### config.mk
export PLATFORM = sky130hd
export DESIGN_NAME = i2c_register_transfer_sequencer_top
export DESIGN_NICKNAME = d
export VERILOG_FILES = /design/src/rtl/i2crts_pkg.sv /design/src/rtl/i2c_register_transfer_sequencer_top.sv /design/src/rtl/i2crts_wbuf.sv /design/src/rtl/i2crts_ctrl.sv
export SDC_FILE = /design/constraint.sdc
export NUM_CORES = 2
export LEC_CHECK = 0
export CAP_MARGIN = 10
export CORE_UTILIZATION = 35
export DETAILED_ROUTE_END_ITERATION = 7
export DONT_BUFFER_PORTS = 1
export SYNTH_ARGS = -nofsm -noshare
export SYNTH_HDL_FRONTEND = slang
export SYNTH_HIERARCHICAL = 1
export SYNTH_SLANG_ARGS = --single-unit
### constraint.sdc
create_clock -name clock -period 6.48 [get_ports clock]
set_clock_uncertainty 0.2 [all_clocks]
set_input_delay 1.296 -clock clock [delete_from_list [all_inputs] [get_ports clock]]
set_output_delay 1.296 -clock clock [all_outputs]
set_load 0.05 [all_outputs]
### src/rtl/i2crts_pkg.sv
package i2crts_pkg;

   // Default depth of the write buffer, in bytes.
   localparam int BUFFER_DEPTH_DEF = 256;

   // Item function codes.
   localparam logic [1:0] FUNC_LOAD  = 2'd0;
   localparam logic [1:0] FUNC_WRITE = 2'd1;
   localparam logic [1:0] FUNC_READ  = 2'd2;
   localparam logic [1:0] FUNC_EVENT = 2'd3;

   // Bus actions handed to the byte engine.
   localparam logic [2:0] ACT_NONE  = 3'd0;
   localparam logic [2:0] ACT_START = 3'd1;
   localparam logic [2:0] ACT_STOP  = 3'd2;
   localparam logic [2:0] ACT_SEND  = 3'd3;
   localparam logic [2:0] ACT_RECV  = 3'd4;
   localparam logic [2:0] ACT_ACK   = 3'd5;
   localparam logic [2:0] ACT_NACK  = 3'd6;

   // Transfer status codes.
   localparam logic [1:0] ST_PENDING = 2'd0;
   localparam logic [1:0] ST_SUCCESS = 2'd1;
   localparam logic [1:0] ST_FAILED  = 2'd2;

   // Access to the write buffer, issued once per accepted item at most.
   typedef struct packed {
      logic       en;
      logic       we;
      logic [7:0] addr;
      logic [7:0] wdata;
   } buf_req_type;

endpackage

### src/rtl/i2c_register_transfer_sequencer_top.sv
// I2C register transfer sequencer, sitting above a byte-level bus engine.
// The req_ channel carries one item per command: a write buffer load, a
// start of a register write or read, or a bus completion event with its
// NACK flag, collision flag and received byte. The rsp_ channel returns
// exactly one result item per request item: whether it was taken, the next
// bus action with its byte, any delivered read byte, and the transfer status.
// The result of an item accepted at one clock edge is presented right after
// that edge. Throughput is one item per clock while rsp_ready is high; it
// is set by the single output register and by the single-port write buffer,
// touched at most once per item (a load writes it, a data send reads it).
// The receiver may stall freely: while a result waits, req_ready stays high
// only if rsp_ready is high in the same cycle, so a new item moves in exactly
// as the waiting one leaves. Reset puts the sequencer idle with status
// success and empties the output register; the buffer contents are not
// cleared and must be loaded before a write sends them.
module i2c_register_transfer_sequencer_top #(
   parameter int BUFFER_DEPTH = i2crts_pkg::BUFFER_DEPTH_DEF
) (
   input  logic       clock,
   input  logic       reset,
   input  logic       req_valid,
   output logic       req_ready,
   input  logic [1:0] req_func,
   input  logic [6:0] req_slave_address,
   input  logic [7:0] req_register_address,
   input  logic [7:0] req_byte_count,
   input  logic [7:0] req_buffer_index,
   input  logic [7:0] req_write_byte,
   input  logic       req_nack_seen,
   input  logic       req_bus_collision,
   input  logic [7:0] req_received_byte,
   output logic       rsp_valid,
   input  logic       rsp_ready,
   output logic       rsp_accepted,
   output logic [2:0] rsp_bus_action,
   output logic [7:0] rsp_tx_byte,
   output logic       rsp_rx_valid,
   output logic [7:0] rsp_rx_index,
   output logic [7:0] rsp_rx_data,
   output logic [1:0] rsp_transfer_status
);

   i2crts_pkg::buf_req_type buf_req;
   logic [7:0]              rd_data;

   i2crts_ctrl #(
      .BUFFER_DEPTH(BUFFER_DEPTH)
   ) u_ctrl (
      .clock               (clock),
      .reset               (reset),
      .req_valid           (req_valid),
      .req_ready           (req_ready),
      .req_func            (req_func),
      .req_slave_address   (req_slave_address),
      .req_register_address(req_register_address),
      .req_byte_count      (req_byte_count),
      .req_buffer_index    (req_buffer_index),
      .req_write_byte      (req_write_byte),
      .req_nack_seen       (req_nack_seen),
      .req_bus_collision   (req_bus_collision),
      .req_received_byte   (req_received_byte),
      .rsp_valid           (rsp_valid),
      .rsp_ready           (rsp_ready),
      .rsp_accepted        (rsp_accepted),
      .rsp_bus_action      (rsp_bus_action),
      .rsp_tx_byte         (rsp_tx_byte),
      .rsp_rx_valid        (rsp_rx_valid),
      .rsp_rx_index        (rsp_rx_index),
      .rsp_rx_data         (rsp_rx_data),
      .rsp_transfer_status (rsp_transfer_status),
      .buf_req             (buf_req),
      .rd_data             (rd_data)
   );

   i2crts_wbuf #(
      .BUFFER_DEPTH(BUFFER_DEPTH)
   ) u_wbuf (
      .clock  (clock),
      .buf_req(buf_req),
      .rd_data(rd_data)
   );

endmodule

### src/rtl/i2crts_wbuf.sv
module i2crts_wbuf #(
   parameter int BUFFER_DEPTH = i2crts_pkg::BUFFER_DEPTH_DEF
) (
   input  logic                    clock,
   input  i2crts_pkg::buf_req_type buf_req,
   output logic [7:0]              rd_data
);

   localparam int AW = (BUFFER_DEPTH > 1) ? $clog2(BUFFER_DEPTH) : 1;

   logic [7:0] buffer_ff [BUFFER_DEPTH];
   logic [7:0] rd_data_ff;
   logic [AW-1:0] addr;

   assign addr = buf_req.addr[AW-1:0];

   // Single port: one item touches the buffer at most once. Read data holds
   // until the next read so a stalled result keeps its byte.
   always_ff @(posedge clock) begin
      if (buf_req.en) begin
         if (buf_req.we) begin
            buffer_ff[addr] <= buf_req.wdata;
         end else begin
            rd_data_ff <= buffer_ff[addr];
         end
      end
   end

   assign rd_data = rd_data_ff;

endmodule

### src/rtl/i2crts_ctrl.sv
module i2crts_ctrl #(
   parameter int BUFFER_DEPTH = i2crts_pkg::BUFFER_DEPTH_DEF
) (
   input  logic                    clock,
   input  logic                    reset,
   input  logic                    req_valid,
   output logic                    req_ready,
   input  logic [1:0]              req_func,
   input  logic [6:0]              req_slave_address,
   input  logic [7:0]              req_register_address,
   input  logic [7:0]              req_byte_count,
   input  logic [7:0]              req_buffer_index,
   input  logic [7:0]              req_write_byte,
   input  logic                    req_nack_seen,
   input  logic                    req_bus_collision,
   input  logic [7:0]              req_received_byte,
   output logic                    rsp_valid,
   input  logic                    rsp_ready,
   output logic                    rsp_accepted,
   output logic [2:0]              rsp_bus_action,
   output logic [7:0]              rsp_tx_byte,
   output logic                    rsp_rx_valid,
   output logic [7:0]              rsp_rx_index,
   output logic [7:0]              rsp_rx_data,
   output logic [1:0]              rsp_transfer_status,
   output i2crts_pkg::buf_req_type buf_req,
   input  logic [7:0]              rd_data
);

   localparam int AW = (BUFFER_DEPTH > 1) ? $clog2(BUFFER_DEPTH) : 1;
   localparam logic [8:0] DEPTH9 = 9'(BUFFER_DEPTH);
   localparam logic [AW-1:0] PTR_LAST = AW'(BUFFER_DEPTH - 1);

   typedef enum logic [3:0] {
      PH_IDLE, PH_SEND_ADDR, PH_SEND_REG, PH_SEND_DATA, PH_RS_STOP, PH_RS_START,
      PH_READ_ADDR, PH_FIRST_RX, PH_RX_BYTE, PH_EN_RX, PH_NACK_DONE, PH_FAIL_END,
      PH_OK_END
   } phase_type;

   phase_type     phase_ff, phase_in;
   logic [1:0]    status_ff, status_in;
   logic [7:0]    addr_ff, addr_in;
   logic [7:0]    reg_ff, reg_in;
   logic [7:0]    count_ff, count_in;
   logic [7:0]    pos_ff, pos_in;
   logic          is_read_ff, is_read_in;
   logic [AW-1:0] ptr_ff, ptr_in;

   logic          valid_ff, valid_in;
   logic          acc_ff, acc_in;
   logic [2:0]    act_ff, act_in;
   logic [7:0]    tx_ff, tx_in;
   logic          use_mem_ff, use_mem_in;
   logic          rxv_ff, rxv_in;
   logic [7:0]    rxi_ff, rxi_in;
   logic [7:0]    rxd_ff, rxd_in;

   logic          accept;
   logic [7:0]    pos_inc;

   assign req_ready = !valid_ff || rsp_ready;
   assign accept    = req_valid && req_ready;
   assign pos_inc   = pos_ff + 8'd1;

   always_comb begin
      phase_in   = phase_ff;
      status_in  = status_ff;
      addr_in    = addr_ff;
      reg_in     = reg_ff;
      count_in   = count_ff;
      pos_in     = pos_ff;
      is_read_in = is_read_ff;
      ptr_in     = ptr_ff;
      valid_in   = valid_ff && !rsp_ready;
      acc_in     = acc_ff;
      act_in     = act_ff;
      tx_in      = tx_ff;
      use_mem_in = use_mem_ff;
      rxv_in     = rxv_ff;
      rxi_in     = rxi_ff;
      rxd_in     = rxd_ff;
      buf_req    = '{en: 1'b0, we: 1'b0, addr: req_buffer_index, wdata: req_write_byte};

      if (accept) begin
         valid_in   = 1'b1;
         acc_in     = 1'b0;
         act_in     = i2crts_pkg::ACT_NONE;
         tx_in      = 8'd0;
         use_mem_in = 1'b0;
         rxv_in     = 1'b0;
         rxi_in     = 8'd0;
         rxd_in     = 8'd0;

         unique case (req_func)
            i2crts_pkg::FUNC_LOAD: begin
               if ({1'b0, req_buffer_index} < DEPTH9) begin
                  buf_req.en = 1'b1;
                  buf_req.we = 1'b1;
                  acc_in     = 1'b1;
               end
            end
            i2crts_pkg::FUNC_WRITE, i2crts_pkg::FUNC_READ: begin
               if (phase_ff == PH_IDLE) begin
                  addr_in    = {req_slave_address, 1'b0};
                  reg_in     = req_register_address;
                  count_in   = req_byte_count;
                  pos_in     = 8'd0;
                  ptr_in     = '0;
                  is_read_in = (req_func == i2crts_pkg::FUNC_READ);
                  status_in  = i2crts_pkg::ST_PENDING;
                  phase_in   = PH_SEND_ADDR;
                  acc_in     = 1'b1;
                  act_in     = i2crts_pkg::ACT_START;
               end
            end
            default: begin
               if (phase_ff != PH_IDLE) begin
                  acc_in = 1'b1;
                  if (req_bus_collision) begin
                     act_in   = i2crts_pkg::ACT_STOP;
                     phase_in = PH_FAIL_END;
                  end else begin
                     unique case (phase_ff)
                        PH_SEND_ADDR: begin
                           act_in   = i2crts_pkg::ACT_SEND;
                           tx_in    = addr_ff;
                           phase_in = PH_SEND_REG;
                        end
                        PH_SEND_REG: begin
                           if (req_nack_seen) begin
                              act_in   = i2crts_pkg::ACT_STOP;
                              phase_in = PH_FAIL_END;
                           end else begin
                              act_in   = i2crts_pkg::ACT_SEND;
                              tx_in    = reg_ff;
                              phase_in = is_read_ff ? PH_RS_STOP : PH_SEND_DATA;
                           end
                        end
                        PH_SEND_DATA: begin
                           if (req_nack_seen) begin
                              act_in   = i2crts_pkg::ACT_STOP;
                              phase_in = PH_FAIL_END;
                           end else if (pos_ff < count_ff) begin
                              // The buffer read is registered, so the byte comes out with this result.
                              act_in       = i2crts_pkg::ACT_SEND;
                              use_mem_in   = 1'b1;
                              buf_req.en   = 1'b1;
                              buf_req.addr = 8'(ptr_ff);
                              pos_in       = pos_inc;
                              ptr_in       = (ptr_ff == PTR_LAST) ? '0 : ptr_ff + 1'b1;
                           end else begin
                              act_in   = i2crts_pkg::ACT_STOP;
                              phase_in = PH_OK_END;
                           end
                        end
                        PH_RS_STOP: begin
                           act_in   = i2crts_pkg::ACT_STOP;
                           phase_in = PH_RS_START;
                        end
                        PH_RS_START: begin
                           act_in   = i2crts_pkg::ACT_START;
                           phase_in = PH_READ_ADDR;
                        end
                        PH_READ_ADDR: begin
                           act_in   = i2crts_pkg::ACT_SEND;
                           tx_in    = addr_ff + 8'd1;
                           phase_in = PH_FIRST_RX;
                        end
                        PH_FIRST_RX: begin
                           if (req_nack_seen) begin
                              act_in   = i2crts_pkg::ACT_STOP;
                              phase_in = PH_FAIL_END;
                           end else begin
                              act_in   = i2crts_pkg::ACT_RECV;
                              phase_in = PH_RX_BYTE;
                           end
                        end
                        PH_RX_BYTE: begin
                           rxv_in = 1'b1;
                           rxi_in = pos_ff;
                           rxd_in = req_received_byte;
                           pos_in = pos_inc;
                           if (pos_inc < count_ff) begin
                              act_in   = i2crts_pkg::ACT_ACK;
                              phase_in = PH_EN_RX;
                           end else begin
                              act_in   = i2crts_pkg::ACT_NACK;
                              phase_in = PH_NACK_DONE;
                           end
                        end
                        PH_EN_RX: begin
                           act_in   = i2crts_pkg::ACT_RECV;
                           phase_in = PH_RX_BYTE;
                        end
                        PH_NACK_DONE: begin
                           act_in   = i2crts_pkg::ACT_STOP;
                           phase_in = PH_OK_END;
                        end
                        PH_FAIL_END: begin
                           status_in = i2crts_pkg::ST_FAILED;
                           phase_in  = PH_IDLE;
                        end
                        PH_OK_END: begin
                           status_in = i2crts_pkg::ST_SUCCESS;
                           phase_in  = PH_IDLE;
                        end
                        default: begin
                           status_in = i2crts_pkg::ST_FAILED;
                           phase_in  = PH_IDLE;
                        end
                     endcase
                  end
               end
            end
         endcase
      end
   end

   always_ff @(posedge clock) begin
      if (reset) begin
         phase_ff  <= PH_IDLE;
         status_ff <= i2crts_pkg::ST_SUCCESS;
         valid_ff  <= 1'b0;
      end else begin
         phase_ff  <= phase_in;
         status_ff <= status_in;
         valid_ff  <= valid_in;
      end
      addr_ff    <= addr_in;
      reg_ff     <= reg_in;
      count_ff   <= count_in;
      pos_ff     <= pos_in;
      is_read_ff <= is_read_in;
      ptr_ff     <= ptr_in;
      acc_ff     <= acc_in;
      act_ff     <= act_in;
      tx_ff      <= tx_in;
      use_mem_ff <= use_mem_in;
      rxv_ff     <= rxv_in;
      rxi_ff     <= rxi_in;
      rxd_ff     <= rxd_in;
   end

   // Status rides with the result it belongs to, so it is captured at accept.
   logic [1:0] st_out_ff;
   always_ff @(posedge clock) begin
      if (accept) begin
         st_out_ff <= status_in;
      end
   end

   assign rsp_valid           = valid_ff;
   assign rsp_accepted        = acc_ff;
   assign rsp_bus_action      = act_ff;
   assign rsp_tx_byte         = use_mem_ff ? rd_data : tx_ff;
   assign rsp_rx_valid        = rxv_ff;
   assign rsp_rx_index        = rxi_ff;
   assign rsp_rx_data         = rxd_ff;
   assign rsp_transfer_status = st_out_ff;

endmodule

* Word-level counts from Yosys, hierarchy flattened *
Memories as Yosys holds them, arrays and structs flattened. A register that Yosys moved wholly into a read port is not among the register bits.
Index checks and enable logic that the tools add are counted.
W data, S select, Z words.

word-level totals
  word-level logic and storage cells = 137
  register bits = 79
  memories = 1
  output and inout port bits = 33
  bits of input ports = 55
  memory bits (writable) = 2048

cells by class
  reduce and logical (&&, ||, !) cells = 24
  equal/unequal tests = 20
  add/sub/neg operators = 3
  magnitude comparators = 2
  muxes and demuxes = 66
  bitwise logic cells = 4

memory list
  memory            words  width  read ports  clocked after memory_dff  wr ports  RTL line           source
  u_wbuf.buffer_ff  256    8      1           1                         1         i2crts_wbuf.sv:11  logic [7:0] buffer_ff [BUFFER_DEPTH];

operators by type and width
  kind                   count
  $mux W8                19
  $pmux W8 S2            3
  $pmux W4 S10           1
  $add A8 B1 Y8 const B  3
  $mux W4                6
  $pmux W3 S8            1
  $pmux W8 S3            1
  $eq A4 B3 Y1 const B   4
  $eq A4 B4 Y1 const B   4
  $lt A8 B8 Y1           2
  $mux W1                16
  $reduce_and A8 Y1      2
  $mux W3                5
  $mux W2                7
  $mux W10               1
  $reduce_or A10 Y1      1
  $eq A4 B2 Y1 const B   2
  $eq A8 B8 Y1 const B   1
  $pmux W2 S2            2
  $pmux W4 S2            1
  $ne A2 B1 Y1 const B   3
  $pmux W3 S2            1
  $reduce_bool A2 Y1     3
  $reduce_or A2 Y1       3
  21 further kinds       27

* Logic depth before layout (Yosys ltp) *
  depth in word-level cells = 11
  depth in mapped cells = 17
  depth with buffers taken out = 12

* By module *
The synthesis kept the hierarchy.

modules (own cells, without submodules)
  module       area each (um2)  instances  cells each  seq. area each (um2)
  i2crts_wbuf  78376.4          1          3526        61739.2
  i2crts_ctrl  4119.0           1          353         2302.2

* Least setup slack after synthesis *
OpenSTA, ideal clock, no wires.

  kind = input-to-reg
  start point = input port rsp_ready
  end point = memory u_wbuf.buffer_ff[114][0] (enable)
  data arrival time = 5288 ps
  library setup time = 370 ps
  cell stages on the path = 14
  slack = 621 ps
  buffers on the path = 6
  required time = 5910 ps
  cell sequence = nand2b_1 > nand2_1 > inv_1 > and4_1 > buf_6 > mux2_2 > buf_2 > buf_6 > buf_2 > buf_2 > nor3b_1 > nand2_1 > clkbuf_1 > nor2_1

RTL lines
  element          RTL line                                   source
  start, declared  i2c_register_transfer_sequencer_top.sv:33  input logic rsp_ready,
  end, declared    i2crts_wbuf.sv:11

==> reports/metrics.csv <==
metric,value,unit
Syn Std Cell Area,82500,um^2
grt total ovfl,0,
Worst Setup End Kind,flip-flop,
CTS tree,done,
post_cts resized,0,
Post-Synth Simple-Gate Area,2.327,%
hold-fix buffer count after cts,0,
Post CTS Setup Buffer Count,0,
R2R setup slack,0.31,ns
total leakage power,0.02844,uW
nature of the critical path startpoint,flip-flop,
starting density of the core,35.34,%
"slowest stage delay, CP",1.13,ns
status,completed,
CTS Buffer Depth,3,
Nets,4103,
first-pass GRT wire length,294700,um
TritonRoute pass-1 iters,6,
routed vias,40390,
Hold Path Class,input pin to flip-flop,
row count,177,
VDD IR max,0.0002451,V
clk slew on worst S/H paths,0.06,ns
max-cap viol count,0,
Compound-Gate Fraction of Synth Area,3.918,%
Worst setup startpoint,u_ctrl/pos_ff[2]$_SDFFCE_PN0P_,
largest family of logic cells by synthesized area,multiplexers,
reg2reg start,u_ctrl/pos_ff[2]$_SDFFCE_PN0P_,
Fin. Hold Viols,0,
Period minus WS final,6.168,ns
Post-synth EDFFs,2128,
initial antenna violation count,5,
post-route ant nets,0,
fin. max-slew vios,0,
Synth Area per Inst,21.27,um^2
Ports,88,
Placed Cells,6943,
"Seq/Total Area, Yosys",77.63,%
relative slew slack,16.20,%
max reg flops,2048,
Die X,487.5,um
mux contribution to synthesized area,14.22,%
"Distinct cells, synth",55,
root buf cell,clkbuf_16,
critical path arrival,6.50,ns
IO buf count,0,
Area growth syn-to-layout,13.91,%
DRT iter0 DRCs,4194,
WP data required,6.81,ns
Final Setup Violations,0,
Synth async-reset ratio,0,%
xor/xnor share of the synthesized area,0.1486,%
Mapped Nets,3955,
post-synthesis register bit count,2135,
Max H-tree Level,4,
Crit-path slowest cell,o41ai_1,
ratio of cells with drive above 1 in the final layout,24.70,%
overall routed net length,204300,um
ys flop type,edfxtp_1,
R2R cell count,13,
P per Cell Area,302.5,nW/um^2
Multi-input gate area,17380,um^2
clock sink total,2135,
Tcrit/Tclk final,95.18,%
register area,64040,um^2
WL/cell,27.82,um
vias in the first global route,40630,
routability-driven placement congestion ratio,0.8061,
most frequent cells in the layout,"edfxtp_1 (2128), mux4_2 (512), nor2_1 (302)",
Synthesis Warnings,6,
Cells after Synth,3879,
RSZ-0062 raised after global routing,false,
worst-margin pin slew,1.241,ns
critical-path cell list,"ha_1, o21ai_0, a21oi_1, a2111oi_4, and4_1, mux2_8, buf_12, buf_12, mux4_2, a22oi_1, a21oi_1, o41ai_1, nand4_1",
largest net degree at the start of global routing,257,
Crit Path Class,flip-flop to flip-flop,
f_max,162.1,MHz
DP Wirelength,116700,um
Die Span Y,487.5,um
die area,237600,um^2
Filler cells,20480,
Worst-Skew Late Latency,0.85,ns
Total Neg Setup Slack,0,ns
CP max FO,35,
reg2reg end,u_wbuf/rd_data[5]$_DFFE_PP_,
"most common cell after layout, fill and taps aside",edfxtp_1,
GR Util All Layers,17.08,%
Via density,5.499,
Core Area,233400,um^2
crit path capture,u_wbuf/rd_data[5]$_DFFE_PP_,
TritonCTS Buffers,214,
drt drc,0,
Non-Filler Instances,7344,
largest reg by FF count,u_wbuf/buffer_ff,
Adder-Cell Fraction of Synth Area,0.3185,%
-- final cells by class --
| cell class | instances | share of cell area [%] |
|---|---|---|
| Antenna cell | 1 | 0.002663 |
| Clock buffer | 273 | 6.023 |
| Clock inverter | 127 | 1.286 |
| Inverter | 19 | 0.07590 |
| Multi-Input combinational cell | 1481 | 18.49 |
| Sequential cell | 2135 | 68.15 |
| Tap cell | 3132 | 4.170 |
| Timing Repair Buffer | 176 | 1.795 |
-- power breakdown --
part	switching [uW]	total [uW]	internal, uW
Combinational	620	1070	446
Sequential	56.0	15300	15200
Clock	5180	12100	6890
Total	5860	28400	22600
-- metal layers --
metal	GRT usage, %	vias up	wire, um
li1	-	16600	-
met1	23.91	21670	85210
met2	26.37	1797	95110
met3	4.248	315	18830
met4	4.845	4	5125
met5	0	-	28
-- cell usage after synthesis (all sizes together), types with 2 or more instances --
master | number | area [um^2]
a2111oi | 2 | 36.29
a211o | 2 | 18.77
a211oi | 3 | 22.52
a21oi | 143 | 715.7
a22oi | 263 | 1974
a31oi | 2 | 12.51
and2 | 20 | 126.4
and3 | 4 | 27.52
and4 | 4 | 35.03
buf | 92 | 544.3
clkbuf | 152 | 570.6
dfxtp | 7 | 140.1
edfxtp | 2128 | 63900
ha | 21 | 262.8
inv | 19 | 71.32
mux2 | 16 | 180.2
mux2i | 2 | 20.02
mux4 | 512 | 11530
nand2 | 43 | 161.4
nand2b | 11 | 68.82
nand3 | 10 | 50.05
nand4 | 10 | 62.56
nor2 | 304 | 1141
nor2b | 17 | 106.4
nor3 | 9 | 45.04
nor3b | 3 | 22.52
nor4 | 3 | 18.77
o2111ai | 2 | 17.52
o211ai | 2 | 20.02
o21ai | 12 | 60.05
o41ai | 32 | 280.3
or2 | 2 | 12.51
or4 | 2 | 15.01
xnor2 | 8 | 70.07
xor2 | 6 | 52.55
-- worst min-delay path by stage --
stage	from	to	slack [ns]	depth (start not counted)
after global routing	reset	u_ctrl/rsp_valid$_SDFF_PP0_	0.26	1
after floorplan	u_ctrl/status_ff[1]$_SDFF_PP0_	u_ctrl/status_ff[1]$_SDFF_PP0_	0.33	2
after CTS	reset	u_ctrl/rsp_valid$_SDFF_PP0_	0.24	1
after detailed placement	u_ctrl/addr_ff[1]$_DFFE_PP_	u_ctrl/tx_ff[1]$_SDFFCE_PP0P_	0.38	2
after global placement	u_ctrl/status_ff[1]$_SDFF_PP0_	u_ctrl/status_ff[1]$_SDFF_PP0_	0.36	2
final	reset	u_ctrl/rsp_valid$_SDFF_PP0_	0.31	1
-- through the flow --
stage	util [%]	setup WS, ns	power, uW	area [um^2]	hold slack (ns)
2_1_floorplan	-	0.6212	16380	82500	0.3320
3_3_place_gp	37.30	-0.5859	16640	87070	0.3589
3_5_place_dp	37.31	-0.2455	16640	87100	0.3845
4_1_cts	40.26	0.2494	28670	93960	0.2374
5_1_grt	40.26	0.01712	29230	93960	0.2619
6_report	40.26	0.3120	28430	93970	0.3115
-- worst max-delay path: cells and delay by family (launching register included) --
family | cells | cell delay [ns]
adders and majority gates | 1 | 0.31
and+or+nand+nor | 2 | 0.71
muxes | 2 | 1.08
buffers and inverters | 2 | 0.54
DFF | 1 | 0.48
AOI/OAI and AO/OA | 6 | 2.47
-- kinds of logic after synthesis --
| kind of cell | after synthesis |
|---|---|
| AOI/OAI and AO/OA | 471 |
| and+or+nand+nor | 445 |
| xor gates and xnor gates | 14 |
| DFF | 2135 |
| adders and majority gates | 21 |
| buffers and inverters | 263 |
| muxes | 530 |
(Power assumes the default switching activity.)
